==> src/rtl/spnpuf_pkg.sv <==
// ----------------------------------------------------------------------------
// spnpuf_pkg
// Shared types, constants and functions of the substitution-permutation PUF.
// ----------------------------------------------------------------------------
`default_nettype none

package spnpuf_pkg;

  localparam int NBOX       = 5;   // boxes per table
  localparam int GW         = 5;   // bits per group / box address
  localparam int CHUNK_W    = 25;  // challenge chunk width
  localparam int BOX_W      = 3;   // box_index width
  localparam int SEL_W      = 2;   // table_select width
  localparam int VAL_W      = 5;   // entry_value width
  localparam int CNT_W      = 2;   // chunk counter width
  localparam int FIFO_DEPTH = 4;   // response buffer depth
  localparam int FIFO_AW    = 2;   // response buffer pointer width

  typedef enum logic {
    OP_LOAD  = 1'b0,
    OP_CHUNK = 1'b1
  } opcode_t;

  typedef enum logic [SEL_W-1:0] {
    TSEL_FIRST  = 2'd0,
    TSEL_SECOND = 2'd1,
    TSEL_FINAL  = 2'd2,
    TSEL_NONE   = 2'd3
  } tsel_t;

  typedef logic [NBOX-1:0][GW-1:0] grp_t;

  // Write request into one box bank.
  typedef struct packed {
    logic             en;
    logic [BOX_W-1:0] box;
    logic [GW-1:0]    idx;
    logic [VAL_W-1:0] data;
  } box_wr_t;

  // Move bit GW*p+b to bit GW*b+p.
  function automatic grp_t transpose5(input grp_t v);
    grp_t r;
    for (int b = 0; b < NBOX; b++) begin
      for (int p = 0; p < GW; p++) begin
        r[b][p] = v[p][b];
      end
    end
    return r;
  endfunction

endpackage

`default_nettype wire

==> src/rtl/spnpuf_if.sv <==
// ----------------------------------------------------------------------------
// spnpuf_if
// Valid/ready channels of the PUF: item input and response output.
// ----------------------------------------------------------------------------
`default_nettype none

interface spnpuf_in_if;
  import spnpuf_pkg::*;
  logic                 valid;
  logic                 ready;
  logic                 opcode;
  logic [CHUNK_W-1:0]   chunk;
  logic [SEL_W-1:0]     table_select;
  logic [BOX_W-1:0]     box_index;
  logic [GW-1:0]        entry_index;
  logic [VAL_W-1:0]     entry_value;

  modport source (output valid, opcode, chunk, table_select, box_index, entry_index,
                  entry_value, input ready);
  modport sink   (input valid, opcode, chunk, table_select, box_index, entry_index,
                  entry_value, output ready);
endinterface

interface spnpuf_out_if;
  logic valid;
  logic ready;
  logic response;

  modport source (output valid, response, input ready);
  modport sink   (input valid, response, output ready);
endinterface

`default_nettype wire

==> src/rtl/spn_puf_response_top.sv <==
// ----------------------------------------------------------------------------
// spn_puf_response_top
// Substitution-permutation PUF response generator with loadable box tables.
// ----------------------------------------------------------------------------
// A load item writes one box entry. A challenge chunk walks a four-step
// pipeline: stage-one box read, stage-two box read, output box read on the
// last chunk, parity. No item is taken while a chunk is still in its
// stage-one step; the limit is the loop from the stage-two read data through
// the transpose and the running value into the next chunk's stage-one read
// address. Output valid rises once the last chunk's parity is in the response
// queue. Responses are buffered in a 4-entry queue, so further items keep
// flowing while a response waits to be taken, as long as fewer than four
// responses are owed.
`default_nettype none

module spn_puf_response_top
  import spnpuf_pkg::*;
#(
  parameter int ROUNDS = 4
) (
  input  wire logic   clk,
  input  wire logic   rst_n,
  spnpuf_in_if.sink   in_ch,
  spnpuf_out_if.source out_ch
);

  localparam logic [CNT_W:0]   ROUNDS_L = (CNT_W+1)'(ROUNDS);
  localparam logic [FIFO_AW:0] FULL_L   = (FIFO_AW+1)'(FIFO_DEPTH);

  // handshake
  logic in_acc, chunk_acc, load_acc, out_acc;

  // control state
  logic [CNT_W-1:0]   cnt_r, cnt_nxt;
  logic [CHUNK_W-1:0] run_r, run_nxt;
  logic               v1_r, v2_r, v3_r;
  logic               last1_r, last2_r;
  logic [FIFO_AW:0]   pend_r, pend_nxt;

  // response queue
  logic               fifo_r [FIFO_DEPTH];
  logic [FIFO_AW-1:0] wp_r, rp_r;
  logic [FIFO_AW:0]   fcnt_r;

  // datapath
  logic [CNT_W:0]     cnt_inc;
  logic               chunk_last;
  logic [CHUNK_W-1:0] run_fwd;
  grp_t               s1_addr, s2_addr, fin_addr, v_stage;
  grp_t               s1_q, s2_q;
  logic [NBOX-1:0][0:0] fin_q;
  box_wr_t            wr1, wr2, wr3;
  logic               wr_ok;
  logic               push;

  // Block every item while a chunk is still in its stage-one step, and hold off
  // everything when the responses owed fill the response queue.
  assign in_ch.ready = !v1_r && (pend_r != FULL_L);
  assign in_acc      = in_ch.valid && in_ch.ready;
  assign chunk_acc   = in_acc && (in_ch.opcode == OP_CHUNK);
  assign load_acc    = in_acc && (in_ch.opcode == OP_LOAD);
  assign out_acc     = out_ch.valid && out_ch.ready;

  // chunk counting happens at transfer time
  assign cnt_inc    = {1'b0, cnt_r} + 1'b1;
  assign chunk_last = (cnt_inc >= ROUNDS_L);
  assign cnt_nxt    = chunk_last ? '0 : cnt_inc[CNT_W-1:0];

  // Stage-two result of the previous chunk, transposed.
  assign v_stage = transpose5(s2_q);

  // Forward the running value the previous chunk is about to leave.
  always_comb begin
    if (v2_r) begin
      run_fwd = last2_r ? '0 : CHUNK_W'(v_stage);
    end else begin
      run_fwd = run_r;
    end
  end

  assign s1_addr  = grp_t'(in_ch.chunk ^ run_fwd);
  assign s2_addr  = transpose5(s1_q);
  assign fin_addr = v_stage;

  // table writes; out-of-range boxes or table select drop the entry
  assign wr_ok = load_acc && (in_ch.box_index < BOX_W'(NBOX));

  always_comb begin
    wr1      = '{en: 1'b0, box: in_ch.box_index, idx: in_ch.entry_index,
                 data: in_ch.entry_value};
    wr2      = wr1;
    wr3      = wr1;
    wr1.en   = wr_ok && (in_ch.table_select == TSEL_FIRST);
    wr2.en   = wr_ok && (in_ch.table_select == TSEL_SECOND);
    wr3.en   = wr_ok && (in_ch.table_select == TSEL_FINAL);
  end

  spnpuf_box_bank #(.W(GW)) u_first (
    .clk     (clk),
    .wr      (wr1),
    .rd_en   (chunk_acc),
    .rd_addr (s1_addr),
    .rd_data (s1_q)
  );

  spnpuf_box_bank #(.W(GW)) u_second (
    .clk     (clk),
    .wr      (wr2),
    .rd_en   (v1_r),
    .rd_addr (s2_addr),
    .rd_data (s2_q)
  );

  spnpuf_box_bank #(.W(1)) u_final (
    .clk     (clk),
    .wr      (wr3),
    .rd_en   (v2_r && last2_r),
    .rd_addr (fin_addr),
    .rd_data (fin_q)
  );

  // running value: take the new value after stage two, clear after the last
  always_comb begin
    run_nxt = run_r;
    if (v2_r) begin
      run_nxt = last2_r ? '0 : CHUNK_W'(v_stage);
    end
  end

  // count responses owed: queued plus in flight
  always_comb begin
    pend_nxt = pend_r;
    priority case ({chunk_acc && chunk_last, out_acc})
      2'b10:   pend_nxt = pend_r + 1'b1;
      2'b01:   pend_nxt = pend_r - 1'b1;
      default: pend_nxt = pend_r;
    endcase
  end

  assign push = v3_r;

  always_ff @(posedge clk) begin
    if (!rst_n) begin
      cnt_r   <= '0;
      run_r   <= '0;
      v1_r    <= 1'b0;
      v2_r    <= 1'b0;
      v3_r    <= 1'b0;
      last1_r <= 1'b0;
      last2_r <= 1'b0;
      pend_r  <= '0;
      wp_r    <= '0;
      rp_r    <= '0;
      fcnt_r  <= '0;
    end else begin
      if (chunk_acc) begin
        cnt_r <= cnt_nxt;
      end
      run_r   <= run_nxt;
      v1_r    <= chunk_acc;
      last1_r <= chunk_acc && chunk_last;
      v2_r    <= v1_r;
      last2_r <= last1_r;
      v3_r    <= v2_r && last2_r;
      pend_r  <= pend_nxt;
      if (push) begin
        wp_r <= wp_r + 1'b1;
      end
      if (out_acc) begin
        rp_r <= rp_r + 1'b1;
      end
      priority case ({push, out_acc})
        2'b10:   fcnt_r <= fcnt_r + 1'b1;
        2'b01:   fcnt_r <= fcnt_r - 1'b1;
        default: fcnt_r <= fcnt_r;
      endcase
    end
  end

  // queue payload: store the parity of the five output-box bits
  always_ff @(posedge clk) begin
    if (push) begin
      fifo_r[wp_r] <= ^fin_q;
    end
  end

  assign out_ch.valid    = (fcnt_r != '0);
  assign out_ch.response = fifo_r[rp_r];

  // --------------------------------------------------------------------------
  // assertions
  // --------------------------------------------------------------------------
  a_no_chunk_overlap: assert property (@(posedge clk) disable iff (!rst_n)
    v1_r |-> !chunk_acc)
    else $error("chunk transfer while stage one busy");

  a_queue_within_owed: assert property (@(posedge clk) disable iff (!rst_n)
    fcnt_r <= pend_r)
    else $error("response queue holds more than owed");

  a_push_has_room: assert property (@(posedge clk) disable iff (!rst_n)
    v3_r |-> (fcnt_r < FULL_L))
    else $error("response pushed into full queue");

  a_last_reaches_queue: assert property (@(posedge clk) disable iff (!rst_n)
    (chunk_acc && chunk_last) |=> ##2 v3_r)
    else $error("last chunk did not reach parity step");

endmodule

`default_nettype wire

==> src/rtl/spnpuf_box_bank.sv <==
// ----------------------------------------------------------------------------
// spnpuf_box_bank
// Five 32-entry box memories: one write port, one registered read per box.
// ----------------------------------------------------------------------------
`default_nettype none

module spnpuf_box_bank
  import spnpuf_pkg::*;
#(
  parameter int W = 5
) (
  input  wire logic                    clk,
  input  wire box_wr_t                 wr,
  input  wire logic                    rd_en,
  input  wire grp_t                    rd_addr,
  output logic [NBOX-1:0][W-1:0]       rd_data
);

  localparam int DEPTH = 1 << GW;

  logic [W-1:0]            mem_r [NBOX][DEPTH];
  logic [NBOX-1:0][W-1:0]  rd_q_r;

  always_ff @(posedge clk) begin
    for (int b = 0; b < NBOX; b++) begin
      if (wr.en && wr.box == BOX_W'(b)) begin
        mem_r[b][wr.idx] <= wr.data[W-1:0];
      end
      // read before write: same-edge read returns the old entry
      if (rd_en) begin
        rd_q_r[b] <= mem_r[b][rd_addr[b]];
      end
    end
  end

  assign rd_data = rd_q_r;

endmodule

`default_nettype wire
==> src/flat_wrapper.sv <==
// flat-port wrapper written by rule: the top's interface ports become plain ports
module spn_puf_response_top_flat import spnpuf_pkg::*;
#(
  parameter int ROUNDS = 4
)
  (clk, rst_n, in_ch_valid, in_ch_opcode, in_ch_chunk, in_ch_table_select, in_ch_box_index, in_ch_entry_index, in_ch_entry_value, in_ch_ready, out_ch_valid, out_ch_response, out_ch_ready);
  spnpuf_in_if in_ch_i ();
  spnpuf_out_if out_ch_i ();
  input  wire logic clk;
  input  wire logic rst_n;
  input wire logic [$bits(in_ch_i.valid)-1:0] in_ch_valid;
  input wire logic [$bits(in_ch_i.opcode)-1:0] in_ch_opcode;
  input wire logic [$bits(in_ch_i.chunk)-1:0] in_ch_chunk;
  input wire logic [$bits(in_ch_i.table_select)-1:0] in_ch_table_select;
  input wire logic [$bits(in_ch_i.box_index)-1:0] in_ch_box_index;
  input wire logic [$bits(in_ch_i.entry_index)-1:0] in_ch_entry_index;
  input wire logic [$bits(in_ch_i.entry_value)-1:0] in_ch_entry_value;
  output wire logic [$bits(in_ch_i.ready)-1:0] in_ch_ready;
  output wire logic [$bits(out_ch_i.valid)-1:0] out_ch_valid;
  output wire logic [$bits(out_ch_i.response)-1:0] out_ch_response;
  input wire logic [$bits(out_ch_i.ready)-1:0] out_ch_ready;
  assign in_ch_i.valid = in_ch_valid;
  assign in_ch_i.opcode = in_ch_opcode;
  assign in_ch_i.chunk = in_ch_chunk;
  assign in_ch_i.table_select = in_ch_table_select;
  assign in_ch_i.box_index = in_ch_box_index;
  assign in_ch_i.entry_index = in_ch_entry_index;
  assign in_ch_i.entry_value = in_ch_entry_value;
  assign in_ch_ready = in_ch_i.ready;
  assign out_ch_valid = out_ch_i.valid;
  assign out_ch_response = out_ch_i.response;
  assign out_ch_i.ready = out_ch_ready;
  spn_puf_response_top #(.ROUNDS(ROUNDS)) u_core (.clk(clk), .rst_n(rst_n), .in_ch(in_ch_i), .out_ch(out_ch_i));
endmodule
==> config.mk <==
export PLATFORM = sky130hd
export DESIGN_NAME = spn_puf_response_top_flat
export DESIGN_NICKNAME = d
export VERILOG_FILES = /design/src/rtl/spnpuf_pkg.sv /design/src/rtl/spnpuf_if.sv /design/src/rtl/spn_puf_response_top.sv /design/src/rtl/spnpuf_box_bank.sv /design/src/flat_wrapper.sv
export SDC_FILE = /design/constraint.sdc
export NUM_CORES = 2
export LEC_CHECK = 0
export ABC_AREA = 1
export BUFFER_PORTS_ARGS = -buffer_cell sky130_fd_sc_hd__buf_2
export CORE_UTILIZATION = 55
export CTS_CLUSTER_SIZE = 12
export DETAILED_ROUTE_END_ITERATION = 8
export GPL_TIMING_DRIVEN = 0
export PLACE_DENSITY = 0.71
export SYNTH_ARGS = -nofsm -noshare
export SYNTH_HDL_FRONTEND = slang
export SYNTH_SLANG_ARGS = --single-unit
==> constraint.sdc <==
create_clock -name clk -period 3.7 [get_ports clk]
set_clock_uncertainty 0.15 [all_clocks]
set_input_delay 0.74 -clock clk [delete_from_list [all_inputs] [get_ports clk]]
set_output_delay 0.74 -clock clk [all_outputs]
set_load 0.005 [all_outputs]
; ---- Word-level counts from Yosys, hierarchy flattened
; Memories as Yosys holds them, arrays and structs flattened. A register that Yosys moved wholly into a read port is not among the register bits.
; Index checks and enable logic that the tools add are counted.
[classes]
add_sub_neg = 7
n_mul = 0
n_div = 0
order_cmp = 19
eq_ne = 11
shifts = 0
n_mux = 124
bitwise = 18
n_reduce_logical = 46
[op_table]
columns = operator, count
row1 = $mux W160, 26
row2 = $reduce_or A160 Y1, 8
row3 = $mux W32, 13
row4 = $bmux W5 S5, 10
row5 = $reduce_or A32 Y1, 4
row6 = $mux W5, 21
row7 = $ge A6 B6 Y1 const B, 16
row8 = $not A5 Y6, 16
row9 = $mux W25, 2
row10 = $mux W3, 12
row11 = $mux W1, 28
row12 = $logic_and A1 B1 Y1, 27
row13 = $bmux W1 S5, 5
row14 = $demux W5 S5, 1
row15 = $xor A25 B25 Y25, 1
row16 = $pmux W3 S2, 2
row17 = $add A3 B1 Y3 const B, 2
row18 = $eq A2 B1 Y1 const B, 3
row19 = $eq A2 B2 Y1 const B, 3
row20 = $eq A3 B2 Y1 const B, 2
row21 = $lt A6 B1 Y1 const B, 1
row22 = $mux W2, 3
row23 = $sub A3 B1 Y3 const B, 2
row24 = $demux W1 S5, 1
row25 = 14 further kinds, 16
[totals]
regBits = 97
latchBits = 0
ram_bits = 1764
rom_bits = 0
input_bits = 45
out_inout_bits = 3
word_cells = 255
memories = 4
[mem_list]
columns = memory, depth, word_bits, rd, rd_clocked_by_memory_dff, write_ports, line_no
row1 = u_core.u_first.mem_r, 5, 160, 5, 0, 1, spnpuf_box_bank.sv:21  ; logic [W-1:0] mem_r [NBOX][DEPTH];
row2 = u_core.u_second.mem_r, 5, 160, 5, 0, 1, spnpuf_box_bank.sv:21
row3 = u_core.u_final.mem_r, 5, 32, 5, 0, 1, spnpuf_box_bank.sv:21
row4 = u_core.fifo_r, 4, 1, 1, 1, 1, spn_puf_response_top.sv:41  ; logic fifo_r [FIFO_DEPTH];

; ---- Depth between registers and ports, before layout
[depth]
word_depth = 14
mapped_depth = 14
ltp_nobuf = 12

; ---- Hierarchy
; A second synthesis with hierarchy kept.
[unflattened]
cells_unflattened = 7047
area_unflattened_um2 = 77986.0
[modules_own_cells]
columns = mod, n_inst, cells_each, area_per_inst_um2, seq_area_each_um2
row1 = spnpuf_box_bank at u_core.u_first, 1, 2963, 33953.8, 24773.8
row2 = spnpuf_box_bank at u_core.u_second, 1, 2964, 33882.5, 24773.8
row3 = spnpuf_box_bank at u_core.u_final, 1, 789, 7522.2, 4954.8
row4 = spn_puf_response_top, 1, 331, 2627.5, 1001.0

; ---- Worst setup path before layout
; Ideal clock, no wire load.
[synth_timing]
path_type = reg2reg
start = register u_core.v1_r
end = register u_core.pend_r[2]
setup_ns = 0.122
t_arrival_ns = 2.665
path_slack_ns = 0.763
path_stages_with_launch = 12
n_path_buf = 0
synth_period_minus_slack_ns = 2.937
path_cell_list = dfxtp_1 a31oi_2 nand3_1 inv_1 nand2_1 ha_1 inv_1 fa_1 a21oi_1 o21ai_0 o21ai_0 a21oi_1
[synth_via]
elab_chain_len = 7
elab_cells_between_ends = 9
[synth_rtl]
columns = element, line_no
row1 = start: declaration, spn_puf_response_top.sv:36  ; logic v1_r, v2_r, v3_r;
row2 = start signal: assignment, spn_puf_response_top.sv:160  ; v1_r <= chunk_acc;
row3 = $logic_not A1 Y1 *, spn_puf_response_top.sv:58  ; assign in_ch.ready = !v1_r && (pend_r != FULL_L);
row4 = $logic_and A1 B1 Y1 *, spn_puf_response_top.sv:58
row5 = via in_ch_ready, flat_wrapper.sv:18  ; output wire logic [$bits(in_ch_i.ready)-1:0] in_ch_ready;
row6 = $logic_and A1 B1 Y1 *, spn_puf_response_top.sv:59  ; assign in_acc = in_ch.valid && in_ch.ready;
row7 = $logic_and A1 B1 Y1 *, spn_puf_response_top.sv:60  ; assign chunk_acc = in_acc && (in_ch.opcode == OP_CHUNK);
row8 = via u_core.chunk_acc, spn_puf_response_top.sv:31  ; logic in_acc, chunk_acc, load_acc, out_acc;
row9 = $logic_and A1 B1 Y1 *, spn_puf_response_top.sv:133  ; priority case ({chunk_acc && chunk_last, out_acc})
row10 = $eq A2 B1 Y1 or $eq A2 B2 Y1 (tied branches), spn_puf_response_top.sv:133
row11 = $pmux W3 S2 or $reduce_bool A2 Y1 (tied branches), -
row12 = end signal: assignment, spn_puf_response_top.sv:165  ; pend_r <= pend_nxt;
row13 = end: declaration, spn_puf_response_top.sv:38  ; logic [FIFO_AW:0] pend_r, pend_nxt;
; The timed path passes the listed nets; every way through them passes the cells marked *.
; A chain may end at the register's enable or synchronous reset.

; ---- Final worst setup path
[layout_timing]
start = register u_core.v1_r
end = memory u_core.u_second.mem_r[0][612] (netlist name), enable pin
[layout_via]
elab_chain_len = 14
elab_cells_between_ends = 33
[layout_rtl]
columns = element, line_no
row1 = $logic_not A1 Y1 *, spn_puf_response_top.sv:58
row2 = $logic_and A1 B1 Y1 *, spn_puf_response_top.sv:58
row3 = $logic_and A1 B1 Y1 *, spn_puf_response_top.sv:59
row4 = $logic_and A1 B1 Y1 *, spn_puf_response_top.sv:61  ; assign load_acc = in_acc && (in_ch.opcode == OP_LOAD);
row5 = $logic_and A1 B1 Y1 *, spn_puf_response_top.sv:86  ; assign wr_ok = load_acc && (in_ch.box_index < BOX_W'(NBOX));
row6 = $logic_and A1 B1 Y1 *, spn_puf_response_top.sv:94  ; wr2.en = wr_ok && (in_ch.table_select == TSEL_SECOND);
row7 = $logic_and A1 B1 Y1, spnpuf_box_bank.sv:26  ; if (wr.en && wr.box == BOX_W'(b)) begin
row8 = $mux W1, spnpuf_box_bank.sv:26
row9 = $mux W160 (implied by the code), spnpuf_box_bank.sv:27  ; mem_r[b][wr.idx] <= wr.data[W-1:0];
row10 = $reduce_or A160 Y1 (no line), -
row11 = $mux W3 (no line) or $mux W160 (tied branches) (4 in series), -
row12 = end: declaration, spnpuf_box_bank.sv:21
; Every way passes the cells marked *; elsewhere a longest branch is shown, timed or not.

==> run metrics <==
top_reg_cell synth=edfxtp_1; DRT Wirelength=about 230,000 um; Mapped Cells=7,053; vias in the first global route=53,700; most common cell in the netlist=edfxtp_1; share of cells above drive strength 1=0.0782; outcome=finished, final reports clean; FP Rows=~140; insertion delay to the later sink of the worst-skew pair=0.82 ns; DR pass1 iterations=7; clk slew on worst S/H paths=0.06 ns; Die H=381 um; Post-Synth Simple-Gate Area=0.157; die area=0.145 mm2; initial antenna violation count=20; CP max FO=27; Final Slew Violations=0; dpl hpwl=roughly 150,000 um; Final setup viols=0; Final period util=0.989; synth-to-layout area growth=11.7%; peak supply drop=0.489 mV; FMAX=0.273 GHz; Synth async-reset ratio=0; Seq/Total Area, Yosys=0.704; final core utilization=0.620; Synth Area in Compound Gates=0.0654; Final Critical Period=3.66 ns; largest net degree at the start of global routing=164; Leakage=32.5 nW; Critical Path AT=3.96 ns; Final Wtd Congestion=0.953; Synth top area share=0.693; via count=roughly 56,000; maxcap violations=0; Synth Area in XOR/XNOR=0.00267; gr ovfl total=0; Yosys warning total=0; DRC viols=0; RSZ-0062 raised after global routing=true; main combinational cell family by area after synthesis=simple AND/OR/NAND/NOR gates; Final nets=7,377; fillers=10,900; adder-cell share of the synthesized area=0.00162; total CTS buffers=188; CTS Hold Bufs=0; post-route insts no fill=between 9,000 and 10,000; CTS Root Cell=clkbuf_16; CTS Buffer Depth=3; mux contribution to synthesized area=0.00203; Startpoint Class=register; WS Path Type=reg2reg; post-synth cell types=34; Syn Nets=7,107; placed insts=between 9,000 and 10,000; number of flops mapped to enable cells by yosys=around 1,800; clock sinks=1,863; CP required=~4.0 ns; post-CTS setup buffers=0; Hold/Removal Path Class=in2reg; synth cell count leaders=edfxtp_1 (1,819), nor2_1 (1,043), nand3_1 (964); Synth area leaders=edfxtp_1 (69%), nand3_1 (6.1%), nor2_1 (5.0%); clock tree from TritonCTS=done; initial core utilization=0.555; Yosys top cell by area=edfxtp_1; vias per cell=between 5 and 6; PwrDens=slightly above 500 mW/mm2; Post-DRT Antenna Nets=0; first-pass GRT wire length=roughly 330,000 um; Mapped Area=between 0.07 and 0.08 mm2; CORE AREA=between 0.1 and 0.15 mm2; htree depth=4; DRT iter0 DRCs=about 7,800; Setup crit end kind=register; WL/cell=24.2 um; post-synthesis register bit count=1,863; Port Buf Inserts=47; Die Wd=381 um; Syn Area/Cell=11.2 um2; max_slew headroom=0.00640; Total GRT Usage=0.311; # IOs=48; actual slew at the worst max-slew pin=1.49 ns; Fin. Hold Viols=0
-- path summary, 6_finish.rpt --
path                            depth (start not counted)                            end  slack, ns           start
worst max-delay path                                    8  u_core.u_second.mem_r[0][612]       0.04     u_core.v1_r
worst max register to register                          8  u_core.u_second.mem_r[0][612]       0.04     u_core.v1_r
worst min-delay path                                    3                 u_core.wp_r[1]       0.07           rst_n
worst min register to register                          2                 u_core.last2_r       0.29  u_core.last1_r
-- timing repair --
| action | in CTS | in global routing |
|---|---|---|
| endpoints found under the setup margin | 222 | 392 |
| resized for setup | 2 | 48 |
| pin swaps | 0 | 0 |
| hold endpoints to repair | 0 | 0 |
-- critical path, stage by stage (launching register included) --
cell	delay [ns]
dfxtp_2	0.60
a31oi_2	0.40
o211ai_1	0.18
nor2_1	0.12
nand2_1	0.10
nor2_2	0.40
nand2_1	0.40
clkbuf_1	0.44
nor2_1	0.49
-- cells by family after synthesis --
| logic type | Yosys count |
|---|---|
| flops | 1863 |
| xor+xnor | 24 |
| mux | 16 |
| fa+ha+maj | 9 |
| buf+inv | 1349 |
| compound gates | 843 |
| simple gates | 2949 |
-- metal layers --
metal	up-vias	GRT usage	routed length, um	share of wire
li1	24900	-	-	-
met3	746	0.0877	28500	0.13
met5	-	0	77	0.00034
met2	3635	0.465	100000	0.44
met4	12	0.168	12400	0.055
met1	26700	0.413	86000	0.38
-- stage by stage --
stage	hold WS, ns	instance area (um2)	worst slack [ns]	setup TNS [ns]	total power [mW]
2_1_floorplan	0.240	78800	0.763	0	25.6
3_3_place_gp	0.275	81400	-5.09	-7052.48	27.1
3_5_place_dp	0.280	82300	-0.0749	-5.85	27.1
4_1_cts	0.0136	87800	0.150	0	44.4
5_1_grt	0.0472	88000	-0.0803	-9.33	45.4
6_report	0.0657	88000	0.0402	0	44.4
-- placed cells by master, fill, tap and decap left out, types with 8 or more instances in the layout --
master     instances
nor3_1            12
o21ai_0          501
clkbuf_16        190
buf_16            18
diode_2           24
edfxtp_1        1819
nand2_2           22
o221ai_1         190
inv_1            926
clkinv_2          14
clkinv_1          37
a21oi_1           58
buf_2            176
inv_2              8
clkbuf_1         291
a31oi_1           27
buf_12            15
dfxtp_1           43
clkbuf_8           9
o22ai_1           47
xor2_1            17
nand3_1          964
o22ai_2           15
nor2_1           997
nand2_1          898
clkbuf_2          32
nor2_2            46
mux2i_1           16
-- registers in the layout, indices dropped and copies added (netlist names), named ones only --
name	flops
u_core.push	1
u_core.u_second.mem_r	800
u_core.v1_r	1
u_core.cnt_r	2
u_core.last2_r	1
u_core.run_r	25
u_core.v2_r	1
u_core.wp_r	2
u_core.u_final.mem_r	160
u_core.rp_r	2
u_core.last1_r	1
u_core.u_first.rd_data	25
u_core.u_final.rd_data	5
u_core.fifo_r	4
u_core.pend_r	3
u_core.u_second.rd_data	25
u_core.fcnt_r	3
u_core.u_first.mem_r	800
-- area by class of cell --
| type | count | area [um2] | area share |
|---|---|---|---|
| clock buffer | 256 | 5090 | 0.0579 |
| buffer | 409 | 1760 | 0.0200 |
| timing repair buffer | 80 | 1080 | 0.0123 |
| clock inverter | 62 | 442 | 0.00502 |
| inverter | 940 | 3530 | 0.0401 |
| antenna | 24 | 60.1 | 0.000682 |
| sequential | 1863 | 55500 | 0.631 |
| tap | 1890 | 2360 | 0.0269 |
| multi-input combinational | 3841 | 18200 | 0.207 |
-- report_power, final --
part / total, mW / leakage, nW / switching (mW) / internal, mW
registers: 23.3 / 16.7 / 0.0772 / 23.2
logic: 3.54 / 13.1 / 2.63 / 0.901
clock network: 17.5 / 2.69 / 7.83 / 9.71
Note: power is estimated with default switching activity, not from simulation.
